## config.mk

```make
export PLATFORM = sky130hd
export DESIGN_NAME = unsigned_to_base_digits_core
export DESIGN_NICKNAME = d
export VERILOG_FILES = /design/src/rtl/u2bd_pkg.sv /design/src/rtl/unsigned_to_base_digits_core.sv /design/src/rtl/u2bd_ram.sv /design/src/rtl/u2bd_divider.sv
export SDC_FILE = /design/constraint.sdc
export NUM_CORES = 1
export LEC_CHECK = 0
export BUFFER_PORTS_ARGS = -buffer_cell sky130_fd_sc_hd__buf_2
export CELL_PAD_IN_SITES_DETAIL_PLACEMENT = 0
export CELL_PAD_IN_SITES_GLOBAL_PLACEMENT = 1
export CORE_ASPECT_RATIO = 0.7
export CORE_MARGIN = 2
export CORE_UTILIZATION = 50
export CTS_CLUSTER_SIZE = 28
export DETAILED_ROUTE_END_ITERATION = 12
export PLACE_DENSITY = 0.75
export SLEW_MARGIN = 0
export SYNTH_ARGS = -nofsm -noshare
export SYNTH_HDL_FRONTEND = slang
export SYNTH_SLANG_ARGS = --single-unit
```

## constraint.sdc

```tcl
create_clock -name clk -period 4.9 [get_ports clk]
set_input_delay 0.49 -clock clk [delete_from_list [all_inputs] [get_ports clk]]
set_output_delay 0.49 -clock clk [all_outputs]
set_load 0.01 [all_outputs]
```

## src/rtl/u2bd_pkg.sv

```systemverilog
// shared types, constants and the digit-to-character map of the base conversion core
package u2bd_pkg;

  localparam int VALUE_BITS_DEF = 32;
  localparam int MAX_WIDTH_DEF  = 64;

  localparam int LEN_W   = 7;
  localparam int CHAR_W  = 7;
  localparam int DIGIT_W = 6;

  localparam logic [15:0] RADIX_MIN = 16'd2;
  localparam logic [15:0] RADIX_MAX = 16'd62;

  localparam logic [CHAR_W-1:0]  CHAR_ZERO  = 7'h30;  // '0'
  localparam logic [CHAR_W-1:0]  CHAR_UPPER = 7'h41;  // 'A'
  localparam logic [CHAR_W-1:0]  CHAR_LOWER = 7'h61;  // 'a'
  localparam logic [DIGIT_W-1:0] DIGIT_TEN  = 6'd10;
  localparam logic [DIGIT_W-1:0] DIGIT_UPB  = 6'd36;

  typedef struct packed {
    logic [31:0] value;
    logic [15:0] radix;
    logic [15:0] min_width;
  } u2bd_in_t;

  typedef struct packed {
    logic [CHAR_W-1:0] char_code;
    logic              last;
    logic              bad_radix;
    logic [LEN_W-1:0]  length;
  } u2bd_out_t;

  typedef enum logic [2:0] {
    S_IDLE,
    S_DIV,
    S_CALC,
    S_PAD,
    S_DIG
  } u2bd_state_t;

  function automatic logic [CHAR_W-1:0] digit_char(input logic [DIGIT_W-1:0] d);
    logic [CHAR_W-1:0] c;
    if (d < DIGIT_TEN) begin
      c = CHAR_ZERO + CHAR_W'(d);
    end else if (d < DIGIT_UPB) begin
      c = CHAR_UPPER + CHAR_W'(d - DIGIT_TEN);
    end else begin
      c = CHAR_LOWER + CHAR_W'(d - DIGIT_UPB);
    end
    return c;
  endfunction

endpackage

```

## src/rtl/unsigned_to_base_digits_core.sv

```systemverilog
// top level: unsigned value to ascii digits in base 2..62, one character per word
//
//  channel   direction  handshake                 payload
//  --------  ---------  ------------------------  ----------------------------------
//  request   in         start && !busy            item   (value, radix, min_width)
//  result    out        result_valid (1 cycle)    result (char_code, last, bad_radix,
//                                                         length)
//
// sequence: each digit takes a pass through the shared restoring divider
//   (DIV_BITS = min(VALUE_BITS, 32)), then a setup state (S_CALC) runs, then the
//   pad and digit states send the output characters, one per word
// a bad radix answers with one error word the next cycle and busy never rises
// reset clears the sequencer and the result strobe; the digit ram is not cleared,
//   only entries written by the current conversion are ever read
// the receiver cannot stall: every word is shown for exactly one cycle
module unsigned_to_base_digits_core import u2bd_pkg::*; #(
  parameter int VALUE_BITS = VALUE_BITS_DEF,
  parameter int MAX_WIDTH  = MAX_WIDTH_DEF
) (
  input  logic      clk,
  input  logic      rst,
  input  logic      start,
  output logic      busy,
  input  u2bd_in_t  item,
  output u2bd_out_t result,
  output logic      result_valid
);

  // value port is 32 bits, only the low VALUE_BITS of it count
  localparam int DIV_BITS = (VALUE_BITS < 32) ? VALUE_BITS : 32;
  localparam int CNT_W    = $clog2(VALUE_BITS + 1);
  localparam int AW       = $clog2(VALUE_BITS);

  u2bd_state_t state, state_next;

  logic [DIGIT_W-1:0] radix, radix_next;
  logic [LEN_W-1:0]   minw, minw_next;
  logic [CNT_W-1:0]   count, count_next;
  logic [CNT_W-1:0]   dig_left, dig_left_next;
  logic [LEN_W-1:0]   pad_left, pad_left_next;
  logic [LEN_W-1:0]   total, total_next;
  u2bd_out_t          result_next;
  logic               result_valid_next;

  // divider hookup
  logic                div_start;
  logic [DIV_BITS-1:0] div_dividend;
  logic                div_done;
  logic [DIV_BITS-1:0] div_quot;
  logic [DIGIT_W-1:0]  div_rem;

  // digit ram hookup
  logic               ram_we;
  logic [DIGIT_W-1:0] ram_rdata;
  logic [CNT_W-1:0]   rd_idx;

  logic accept;
  logic bad;
  logic [LEN_W-1:0] count_ext;

  assign accept    = start && !busy;
  assign bad       = (item.radix < RADIX_MIN) || (item.radix > RADIX_MAX);
  assign busy      = (state != S_IDLE);
  assign count_ext = LEN_W'(count);

  // first digit comes from the input word, later ones from the last quotient
  assign div_dividend = (state == S_IDLE) ? item.value[DIV_BITS-1:0] : div_quot;

  // read address follows the next digit pointer so the registered read data is for dig_left-1
  assign rd_idx = dig_left_next - 1'b1;

  u2bd_divider #(
    .DIV_BITS(DIV_BITS)
  ) u_div (
    .clk      (clk),
    .rst      (rst),
    .start    (div_start),
    .dividend (div_dividend),
    .divisor  (radix),
    .done     (div_done),
    .quot     (div_quot),
    .rem      (div_rem)
  );

  u2bd_ram #(
    .WIDTH(DIGIT_W),
    .DEPTH(VALUE_BITS)
  ) u_digits (
    .clk   (clk),
    .we    (ram_we),
    .waddr (count[AW-1:0]),
    .wdata (div_rem),
    .raddr (rd_idx[AW-1:0]),
    .rdata (ram_rdata)
  );

  always_ff @(posedge clk) begin
    if (rst) begin
      state        <= S_IDLE;
      result_valid <= 1'b0;
      count        <= '0;
      dig_left     <= '0;
      pad_left     <= '0;
    end else begin
      state        <= state_next;
      result_valid <= result_valid_next;
      count        <= count_next;
      dig_left     <= dig_left_next;
      pad_left     <= pad_left_next;
    end
  end

  // payload registers
  always_ff @(posedge clk) begin
    radix  <= radix_next;
    minw   <= minw_next;
    total  <= total_next;
    result <= result_next;
  end

  always_comb begin
    state_next        = state;
    radix_next        = radix;
    minw_next         = minw;
    count_next        = count;
    dig_left_next     = dig_left;
    pad_left_next     = pad_left;
    total_next        = total;
    result_valid_next = 1'b0;
    result_next       = result;
    div_start         = 1'b0;
    ram_we            = 1'b0;

    unique case (state)
      S_IDLE: begin
        if (accept) begin
          if (bad) begin
            // error word, nothing else changes
            result_valid_next     = 1'b1;
            result_next.char_code = '0;
            result_next.last      = 1'b1;
            result_next.bad_radix = 1'b1;
            result_next.length    = '0;
          end else begin
            radix_next = item.radix[DIGIT_W-1:0];
            // clamp the pad target
            if (item.min_width > 16'(MAX_WIDTH)) begin
              minw_next = LEN_W'(MAX_WIDTH);
            end else begin
              minw_next = item.min_width[LEN_W-1:0];
            end
            count_next = '0;
            div_start  = 1'b1;
            state_next = S_DIV;
          end
        end
      end

      S_DIV: begin
        if (div_done) begin
          // store remainder as the next digit, least significant first
          ram_we     = 1'b1;
          count_next = count + 1'b1;
          if ((div_quot == '0) || (count + 1'b1 == CNT_W'(VALUE_BITS))) begin
            state_next = S_CALC;
          end else begin
            div_start = 1'b1;
          end
        end
      end

      S_CALC: begin
        // last ram write has landed; set up pad and the digit read pointer
        dig_left_next = count;
        if (minw > count_ext) begin
          pad_left_next = minw - count_ext;
          total_next    = minw;
          state_next    = S_PAD;
        end else begin
          pad_left_next = '0;
          total_next    = count_ext;
          state_next    = S_DIG;
        end
      end

      S_PAD: begin
        // leading zeros, never the last word since a digit always follows
        result_valid_next     = 1'b1;
        result_next.char_code = CHAR_ZERO;
        result_next.last      = 1'b0;
        result_next.bad_radix = 1'b0;
        result_next.length    = '0;
        pad_left_next         = pad_left - 1'b1;
        if (pad_left == LEN_W'(1)) begin
          state_next = S_DIG;
        end
      end

      S_DIG: begin
        // digits most significant first, ram data is for dig_left-1
        result_valid_next     = 1'b1;
        result_next.char_code = digit_char(ram_rdata);
        result_next.bad_radix = 1'b0;
        dig_left_next         = dig_left - 1'b1;
        if (dig_left == CNT_W'(1)) begin
          result_next.last   = 1'b1;
          result_next.length = total;
          state_next         = S_IDLE;
        end else begin
          result_next.last   = 1'b0;
          result_next.length = '0;
        end
      end

      default: begin
        state_next = S_IDLE;
      end
    endcase
  end

endmodule

```

## src/rtl/u2bd_ram.sv

```systemverilog
// generic single write port ram with registered read
module u2bd_ram #(
  parameter int WIDTH = 6,
  parameter int DEPTH = 32,
  localparam int AW   = (DEPTH > 1) ? $clog2(DEPTH) : 1
) (
  input  logic             clk,
  input  logic             we,
  input  logic [AW-1:0]    waddr,
  input  logic [WIDTH-1:0] wdata,
  input  logic [AW-1:0]    raddr,
  output logic [WIDTH-1:0] rdata
);

  logic [WIDTH-1:0] mem [DEPTH];

  always_ff @(posedge clk) begin
    if (we) begin
      mem[waddr] <= wdata;
    end
    rdata <= mem[raddr];
  end

endmodule

```

## src/rtl/u2bd_divider.sv

```systemverilog
// restoring divider, one quotient bit per cycle, small divisor
module u2bd_divider import u2bd_pkg::*; #(
  parameter int DIV_BITS = 32
) (
  input  logic                clk,
  input  logic                rst,
  input  logic                start,
  input  logic [DIV_BITS-1:0] dividend,
  input  logic [DIGIT_W-1:0]  divisor,
  output logic                done,
  output logic [DIV_BITS-1:0] quot,
  output logic [DIGIT_W-1:0]  rem
);

  localparam int CW = $clog2(DIV_BITS + 1);

  logic          busy;
  logic [CW-1:0] cnt;
  logic [DIGIT_W:0]   trial;
  logic               qbit;
  logic [DIGIT_W-1:0] rem_next;

  // shift in next dividend bit, subtract when it fits
  always_comb begin
    trial = {rem, quot[DIV_BITS-1]};
    qbit  = (trial >= {1'b0, divisor});
    if (qbit) begin
      rem_next = DIGIT_W'(trial - {1'b0, divisor});
    end else begin
      rem_next = trial[DIGIT_W-1:0];
    end
  end

  always_ff @(posedge clk) begin
    if (rst) begin
      busy <= 1'b0;
      done <= 1'b0;
      cnt  <= '0;
    end else begin
      done <= 1'b0;
      if (start) begin
        busy <= 1'b1;
        cnt  <= CW'(DIV_BITS);
      end else if (busy) begin
        cnt <= cnt - 1'b1;
        if (cnt == CW'(1)) begin
          busy <= 1'b0;
          done <= 1'b1;
        end
      end
    end
  end

  always_ff @(posedge clk) begin
    if (start) begin
      quot <= dividend;
      rem  <= '0;
    end else if (busy) begin
      quot <= {quot[DIV_BITS-2:0], qbit};
      rem  <= rem_next;
    end
  end

endmodule

```

* Word level (Yosys, flattened, before mapping)
Memory sizes are Yosys's and may differ from the RTL's. A register that Yosys moved wholly into a read port is not among the register bits. Cells that the tools add are included.
Operators by class: reduce and logical (&&, ||, !) cells 19, eq/ne operators 16, bitwise gates (word level) 2, multiplexer cells 45, $add $sub $neg 12, $lt $le $gt $ge 7
Operators with widths (number):
- 32-bit two-way mux | 3
- 16-bit case mux with 3 select lines | 1
- 6-bit two-way mux | 7
- 32-bit logical NOT | 1
- 16-bit two-way mux | 2
- 7-bit two-way mux | 4
- 6-bit case mux with 2 select lines | 2
- 3-bit two-way mux | 7
- 16-bit by 6-bit > comparator with 1-bit output (second input constant) | 1
- 16-bit by 7-bit > comparator with 1-bit output (second input constant) | 1
- 16-bit by 2-bit less-than comparator with 1-bit output (second input constant) | 1
- 1-bit two-way mux | 15
- 3-bit case mux with 5 select lines | 1
- 7-bit adder (first input constant) | 2
- 7-bit case mux with 2 select lines | 1
- 6-bit by 1-bit == test with 1-bit output (second input constant) | 2
- 2-bit != test (second input constant) | 6
- 6-bit by 1-bit subtractor with 6-bit output (second input constant) | 2
- 6-bit by 6-bit adder with 7-bit output (first input constant) | 1
- 7-bit by 1-bit == test with 1-bit output (second input constant) | 1
- 7-bit by 6-bit >= comparator with 1-bit output | 1
- 7-bit by 6-bit > comparator with 1-bit output | 1
- 6-bit by 4-bit subtractor with 7-bit output (second input constant) | 1
- 6-bit by 6-bit subtractor with 7-bit output (second input constant) | 1
- other kinds (26) | 36
Storage, ports and cells: register bits after elaboration 105, output and inout bits 18, bits in writable memories 192, memories kept 1, input port bits 67, logic and storage cells 121
Memory list:
- u_digits.mem | depth 32, width 6, rd ports 1, clocked after memory_dff 1, wr ports 1, RTL line u2bd_ram.sv:15 | logic [WIDTH-1:0] mem [DEPTH];

* Longest topological paths before layout
Gate-level depths: netlist of the first run.
depth in word-level cells 8, depth in mapped cells 13, depth with buffers taken out 11

* Cells and area by module
A second synthesis of the first run with hierarchy kept.
Second synthesis, totals: cells, all modules 914, area, all modules 13738.2 um2
By module, submodules not included:
- u2bd_ram | cells an instance 323, instances 1, seq. area each 5885.6 um2, area an instance 7589.8 um2
- unsigned_to_base_digits_core | cells an instance 414, instances 1, seq. area each 1541.5 um2, area an instance 3911.3 um2
- u2bd_divider | cells an instance 177, instances 1, seq. area each 1241.2 um2, area an instance 2237.1 um2

* Least setup slack after synthesis of the first run
Ideal clock, no wire load.
path kind register to register, start point reg state[2], end point reg u_div.quot[0], enable pin, required time 4.468 ns, setup time 0.432 ns, cell stages (with the launch flop) 6, path buffers 1, data arrival time 3.567 ns, period minus slack after synthesis 3.999 ns, path slack 0.901 ns, path through dfxtp_1 -> buf_2 -> or3_1 -> nor4_2 -> nor2_1 -> a21oi_1
Between the ends: cells in the longest elaborated chain, start to end 7, elaborated cells on any way between the ends 10, those cells by class 2 x eq/ne; 2 x mux; 6 x reduce/logical
RTL lines:
- start, declared | RTL line unsigned_to_base_digits_core.sv:34 | u2bd_state_t state, state_next;
- start signal, assigned | RTL line unsigned_to_base_digits_core.sv:105 | state <= state_next;
- 3-bit nonzero test (*) | RTL line unsigned_to_base_digits_core.sv:63 | assign busy = (state != S_IDLE);
- named net busy | RTL line unsigned_to_base_digits_core.sv:23 | output logic busy,
- 1-bit logical NOT (*) | RTL line unsigned_to_base_digits_core.sv:61 | assign accept = start && !busy;
- 1-bit logical AND (*) | RTL line unsigned_to_base_digits_core.sv:61
- 1-bit two-way mux (*) | RTL line unsigned_to_base_digits_core.sv:136 | if (accept) begin
- 1-bit case mux with 2 select lines (*) | RTL line unsigned_to_base_digits_core.sv:134 | unique case (state)
- 2-bit by 1-bit != test with 1-bit output (no source line) / 2-bit nonzero test (equally long branches)
- 2-bit AND reduction (no source line) (*)
- end signal, assigned | RTL line u2bd_divider.sv:56 | quot <= dividend;
- end signal, assigned | RTL line u2bd_divider.sv:59 | quot <= {quot[DIV_BITS-2:0], qbit};
- end, declared | RTL line u2bd_divider.sv:11 | output logic [DIV_BITS-1:0] quot,
The timed path passes the listed nets; every way through them passes the cells marked *. A chain may end at the register's enable or synchronous reset.

* Final worst setup path of the first run
start point reg state[1], end point reg u_digits.rdata[0], read port of u_digits.mem
Between the ends: cells in the longest elaborated chain, start to end 3, elaborated cells on any way between the ends 4, those cells by class 1 x add/sub; 2 x eq/ne; 1 x mux
RTL lines:
- 3-bit == test / 3-bit by 2-bit == test with 1-bit output (equally long branches) | RTL line unsigned_to_base_digits_core.sv:134
- 6-bit case mux with 2 select lines (*) | RTL line unsigned_to_base_digits_core.sv:134
- 5-bit by 1-bit subtractor with 5-bit output (*) | RTL line unsigned_to_base_digits_core.sv:70 | assign rd_idx = dig_left_next - 1'b1;
- end, declared | RTL line u2bd_ram.sv:12 | output logic [WIDTH-1:0] rdata
Every way passes the cells marked *; elsewhere a longest branch is shown, timed or not.

==> impl_metrics.toml, run 1 <==
[yosys]
yosysTopAreaCell = "edfxtp_1"
syn_inst = 912
synthAdderAreaFrac_pct = 2.89
synth.area.mux_share_pct = 13.3
yosysWarnings = 0
yosys.cell_count.top_type = "edfxtp_1"
async_reset_ff_share_pct = 0
ys_ff_latch = 303
yosysSeqAreaShare_pct = 64.2
synthXorXnorAreaFrac_pct = 1.87
synth_ff_type = "edfxtp_1"
syn-cell-area_um2 = 13500
yosysUniqueCellTypes = 75
synth_nets = 1009
synth_compound_area_share_pct = 5.31
synth_commonest_cells = "260 x edfxtp_1, 82 x nor2_1, 48 x mux4_2"
synth_area_per_cell_um2 = 14.8
synth_top_family_by_area = "multiplexers"
yosys-top-cells-area = "edfxtp_1 58%, mux4_2 8.0%, dfxtp_1 6.4%"
synth_edf_count = 260
yosys.area_share.simple_pct = 9.74
synth_top_area_share_pct = 57.8

[sta]
post-route-min-period_ps = 3750
slew_headroom_pct = 21.4
slew_viol_final = 0
clock.fmax_ghz = 0.267
skew_ps = 24.1
hold_violations = 0
setup_viol = 0
finalCritPeriodShare_pct = 76.5
worst_pin_slew_ps = 1180
grt_setup_unrepaired = "no"
tns_ps = 0

[global_route]
antenna_found_initial = 0
grt_max_degree = 49
track_usage_pct = 20.5
grt_pass1_wl_mm = 44.8
grt_pass1_vias = 7666
overflow = 0

[drt]
viasPerCell = 5.63
firstDrtPassIters = 5
wire_per_inst_um = 20.5
first_iter_violations = 731
detail-route-antenna-nets = 0
dr_total_vias = 7821
post-route-drc-count = 0
routed_wl_mm = 28.4

[die]
core_region_area_um2 = 26700
dieWidth_um = 200
dieHeight_um = 142
dieArea_um2 = 28400
io_pins = 85
floorplan.initialDensity_pct = 50.7
rows = 50

[setup_path]
critPathKind = "register to register"
startpoint_type = "register"
path_max_fanout = 25
worst_ep_arrival_time_ps = 4210
cp-end-kind = "register"
required_ps = 5360

[layout]
final_cells = 1390
syn_to_final_growth_pct = 13.9
utilization_pct = 57.7
nets = 1099
fill_cells = 2153
drive_above_1_share_pct = 21.5
diodes = 0

[pwr]
power_density_nw_per_um2 = 352
pwr-share-clk_pct = 46.6
leakage_nw = 5.14
combPwrFrac_pct = 1.6
internal_power_mw = 4.37
switching_share_pct = 19.2
peakVddDrop_mv = 0.289
p_seq_share_pct = 51.8
power_switching_mw = 1.04

[cts]
ctsResizeCount = 0
clk_latency_ps = 570
cts_htree_levels = 1
clock_sinks = 303
cts_made_buffers = 30
cts_hold_buf = 0
clock_tree.buffer_depth = 3
post_cts_buffers = 0
cts_root_buffer = "clkbuf_16"
path_clk_slew_ps = 70
cts_tree = "built"

[job]
maxCapViolCount = 0

[placed_design]
place.gp.congestion = 0.772
io_buffers = 84
place_inst = 1334
dp_hpwl_mm = 18.6

[min_path]
hp-class = "primary input to register"

[outcome]
outcome = "completed"
[registers in the layout, indices dropped and copies added, names as in the netlist, 7 cells and up]
register,flops
u_digits.mem,192
minw,7
total,7
pad_left,7
result,16
u_div.quot,32
[cell families (layout without fill, tap and decap cells)]
group	Yosys count	count (layout)
DFF	303	303
and+or+nand+nor	255	255
muxes	115	115
AOI/OAI and AO/OA	110	110
buffers and inverters	77	191
adders and majority gates	30	30
xor gates and xnor gates	22	22
[power by group through the flow]
stage	Combinational [mW]	Sequential, mW	Clock (mW)
6_report	0.0875	2.80	2.52
5_1_grt	0.0979	2.80	2.66
4_1_cts	0.0881	2.80	2.57
3_5_place_dp	0.0880	2.85	0
3_3_place_gp	0.0860	2.85	0
2_1_floorplan	0.0224	2.86	0
[area by class of cell]
type                       instances  area (um2)  share of cell area [%]
clock buffer                      38         812                    5.28
inverter                          39         146                   0.952
sequential                       303        8670                    56.4
clock inverter                    18         273                    1.77
multi-input combinational        532        4500                    29.3
timing repair buffer              96         523                    3.40
tap                              364         455                    2.96
[per-layer routing]
metal / vias up / routed length, um / track usage, %
met1: 3868 / 14200 / 32.5
li1: 3693 / - / -
met5: - / 0 / 0
met3: 39 / 1850 / 4.36
met4: 0 / 554 / 4.64
met2: 221 / 11800 / 28.8
[final timing paths]
kind / startpoint / to / slack [ps] / depth (start not counted)
setup / recovery: state[1] / u_digits.rdata[0] / 1150 / 9
hold / removal: item[16] / radix[0] / 130 / 1
setup reg to reg: state[1] / u_digits.rdata[0] / 1150 / 9
hold reg to reg: pad_left[3] / pad_left[3] / 510 / 2
[worst max-delay path, cell delays in order (launching register included)]
cell and delay, ps:
dfxtp_1 820, nand2b_1 220, or3_1 340, and3_1 210, ha_2 760, buf_12 270
mux4_2 320, mux2i_1 290, nand3_1 130, and4_1 250
[placed cells by master, fill, tap and decap left out, types with 8 or more instances in the layout]
cell and count:
edfxtp_1 260, buf_2 84, nor2_1 82, mux4_2 48, dfxtp_1 43, inv_1 37
nand3_1 37, nand2_1 31, mux2_1 31, clkbuf_16 31, a21oi_1 30, mux2i_1 30
ha_1 27, o21ai_0 25, nor3_1 21, and2_1 16, nor4_1 14, xnor2_1 13
buf_4 11, or3_1 8
[per-stage QoR]
| stage | hold slack [ps] | setup WS, ps | power (mW) | cell area [um2] |
|---|---|---|---|---|
| 2_1_floorplan | 464 | 901 | 2.89 | 13500 |
| 3_3_place_gp | 488 | 1260 | 2.94 | 14300 |
| 3_5_place_dp | 498 | 1190 | 2.94 | 14300 |
| 4_1_cts | 95.1 | 1170 | 5.45 | 15400 |
| 5_1_grt | 106 | 890 | 5.56 | 15400 |
| 6_report | 127 | 1150 | 5.41 | 15400 |
No activity file was read; power rests on OpenSTA's default activity.
==> run 2: changes to the inputs <==
- CORE_UTILIZATION: 50 -> 46
- PLACE_DENSITY: 0.75 -> 0.73
- clock period: 4.9 -> 3.2 ns (I/O delays scaled with it)
==> impl_metrics.toml, run 2 (same netlist as run 1, synthesis figures left out) <==
[layout]
top_regs = "u_digits.mem x192, u_div.quot x32, result x16"
diodes = 0
final_cells = 1437
register_area_um2 = 8670
layout_common_cells = "260 x edfxtp_1, 84 x buf_2, 82 x nor2_1, 48 x mux4_2, 42 x dfxtp_1"
utilization_pct = 54.0
design_area_um2 = 15600
multi_input_area_um2 = 4500
nets = 1133
regMostFlops = "u_digits.mem"
fill_cells = 2383
syn_to_final_growth_pct = 15.6
drive_above_1_share_pct = 23.5
largest_register_ffs = 192
final_common_cell = "edfxtp_1"

[placed_design]
io_buffers = 84
dpl_cell_area_um2 = 14600
place_inst = 1377
dp_hpwl_mm = 19.5
pre_cts_ws_ps = 223
place.gp.congestion = 0.793

[outcome]
outcome = "completed"

[cts]
cts_htree_levels = 1
post_cts_buffers = 0
cts_made_buffers = 29
clock_tree.buffer_depth = 3
cts_root_buffer = "clkbuf_16"
clk_latency_ps = 570
path_clk_slew_ps = 60
cts_tree = "built"
clock_sinks = 303

[global_route]
grt_pass1_vias = 7932
grt_pass1_wl_mm = 46.7
antenna_found_initial = 0
grt_max_degree = 49
overflow = 0
track_usage_pct = 19.8

[setup_path]
setup.worst_path.start = "dig_left[1]"
r2r_start = "dig_left[1]"
crit_chain = "inv_1 > ha_1 > nor3_1 > o21ai_0 > and3_1 > ha_2 > buf_6 > mux4_2 > mux2i_1 > nand3_1 > and4_1"
crit_slowest_cell = "dfxtp_1"
r2r-end = "u_digits.rdata[2]"
startpoint_type = "register"
critPathKind = "register to register"
worst_ep_arrival_time_ps = 3370
r2r_slack_ps = 280
ff2ff_path_depth = 11
cp-end-kind = "register"
path_max_fanout = 15
endpoint = "u_digits.rdata[2]"
required_ps = 3650
critPathMaxStageDelay_ps = 420

[drt]
firstDrtPassIters = 6
first_iter_violations = 724
routed_wl_mm = 29.6
post-route-drc-count = 0
viasPerCell = 5.60
wire_per_inst_um = 20.6
detail-route-antenna-nets = 0
dr_total_vias = 8043

[pwr]
power_mw = 7.95
leakage_nw = 5.28
peakVddDrop_mv = 0.406
power_density_nw_per_um2 = 509

[min_path]
hp-class = "primary input to register"

[sta]
post-route-min-period_ps = 2920
finalCritPeriodShare_pct = 91.2
worst_pin_slew_ps = 758
holdWs_ps = 30.1
tns_ps = 0
hold_violations = 0
slew_viol_final = 0
worst_slack_ps = 281
slew_headroom_pct = 49.3
grt_setup_unrepaired = "no"
skew_ps = 21.5
clock.fmax_ghz = 0.343
setup_viol = 0

[job]
maxCapViolCount = 0

[die]
floorplan.initialDensity_pct = 46.8
dieWidth_um = 209
core_region_area_um2 = 28900
io_pins = 85
dieArea_um2 = 30800
rows = 52
dieHeight_um = 147
[run 2: worst min path at each step]
stage                          to  slack [ps]   startpoint  depth (start not counted)
global route        u_div.quot[4]          40     item[36]                          2
detailed placement    pad_left[3]         500  pad_left[3]                          2
CTS                       minw[6]          10      item[6]                          2
global placement      pad_left[3]         490  pad_left[3]                          2
floorplan            u_div.cnt[1]         400          rst                          1
finish                    minw[6]          30      item[6]                          2
[run 2: power breakdown]
group          total [mW]  internal (mW)  switching (mW)  leakage, nW
clock                3.52           2.05            1.47        0.482
combinational       0.147         0.0580          0.0891         2.06
sequential           4.28           4.28         0.00400         2.74
total                7.95           6.38            1.56         5.28
[run 2: cell type report]
type / instances / area share (%)
flip-flops and latches: 303 / 55.5
multi-input cells: 532 / 28.9
clock buffers: 46 / 5.65
repair buffers: 131 / 5.39
clock inverters: 8 / 0.601
well taps: 378 / 3.03
inverters: 39 / 0.938
[run 2: metal layers]
metal / part of all wire [%] / global-route usage, %
met1: 51 / 32.1
met2: 40 / 26.8
met3: 6.5 / 4.02
met4: 2.3 / 5.07
met5: 0 / 0
[run 2: critical path, delay by kind of cell, from the launching register on]
kind	cells	cell delay [ps]
AO/OA/AOI/OAI	1	100
adder cells (fa/ha/maj)	2	660
buffers and inverters	2	320
flip-flops	1	420
multiplexers	2	540
AND/OR/NAND/NOR	4	770
[run 2: repair_timing]
item / 4_1_cts / 5_1_grt
setup endpoints to repair: 0 / 3
endpoints found under the hold margin: 6 / 0
resized for setup: 0 / 2
hold buffers: 6 / 0
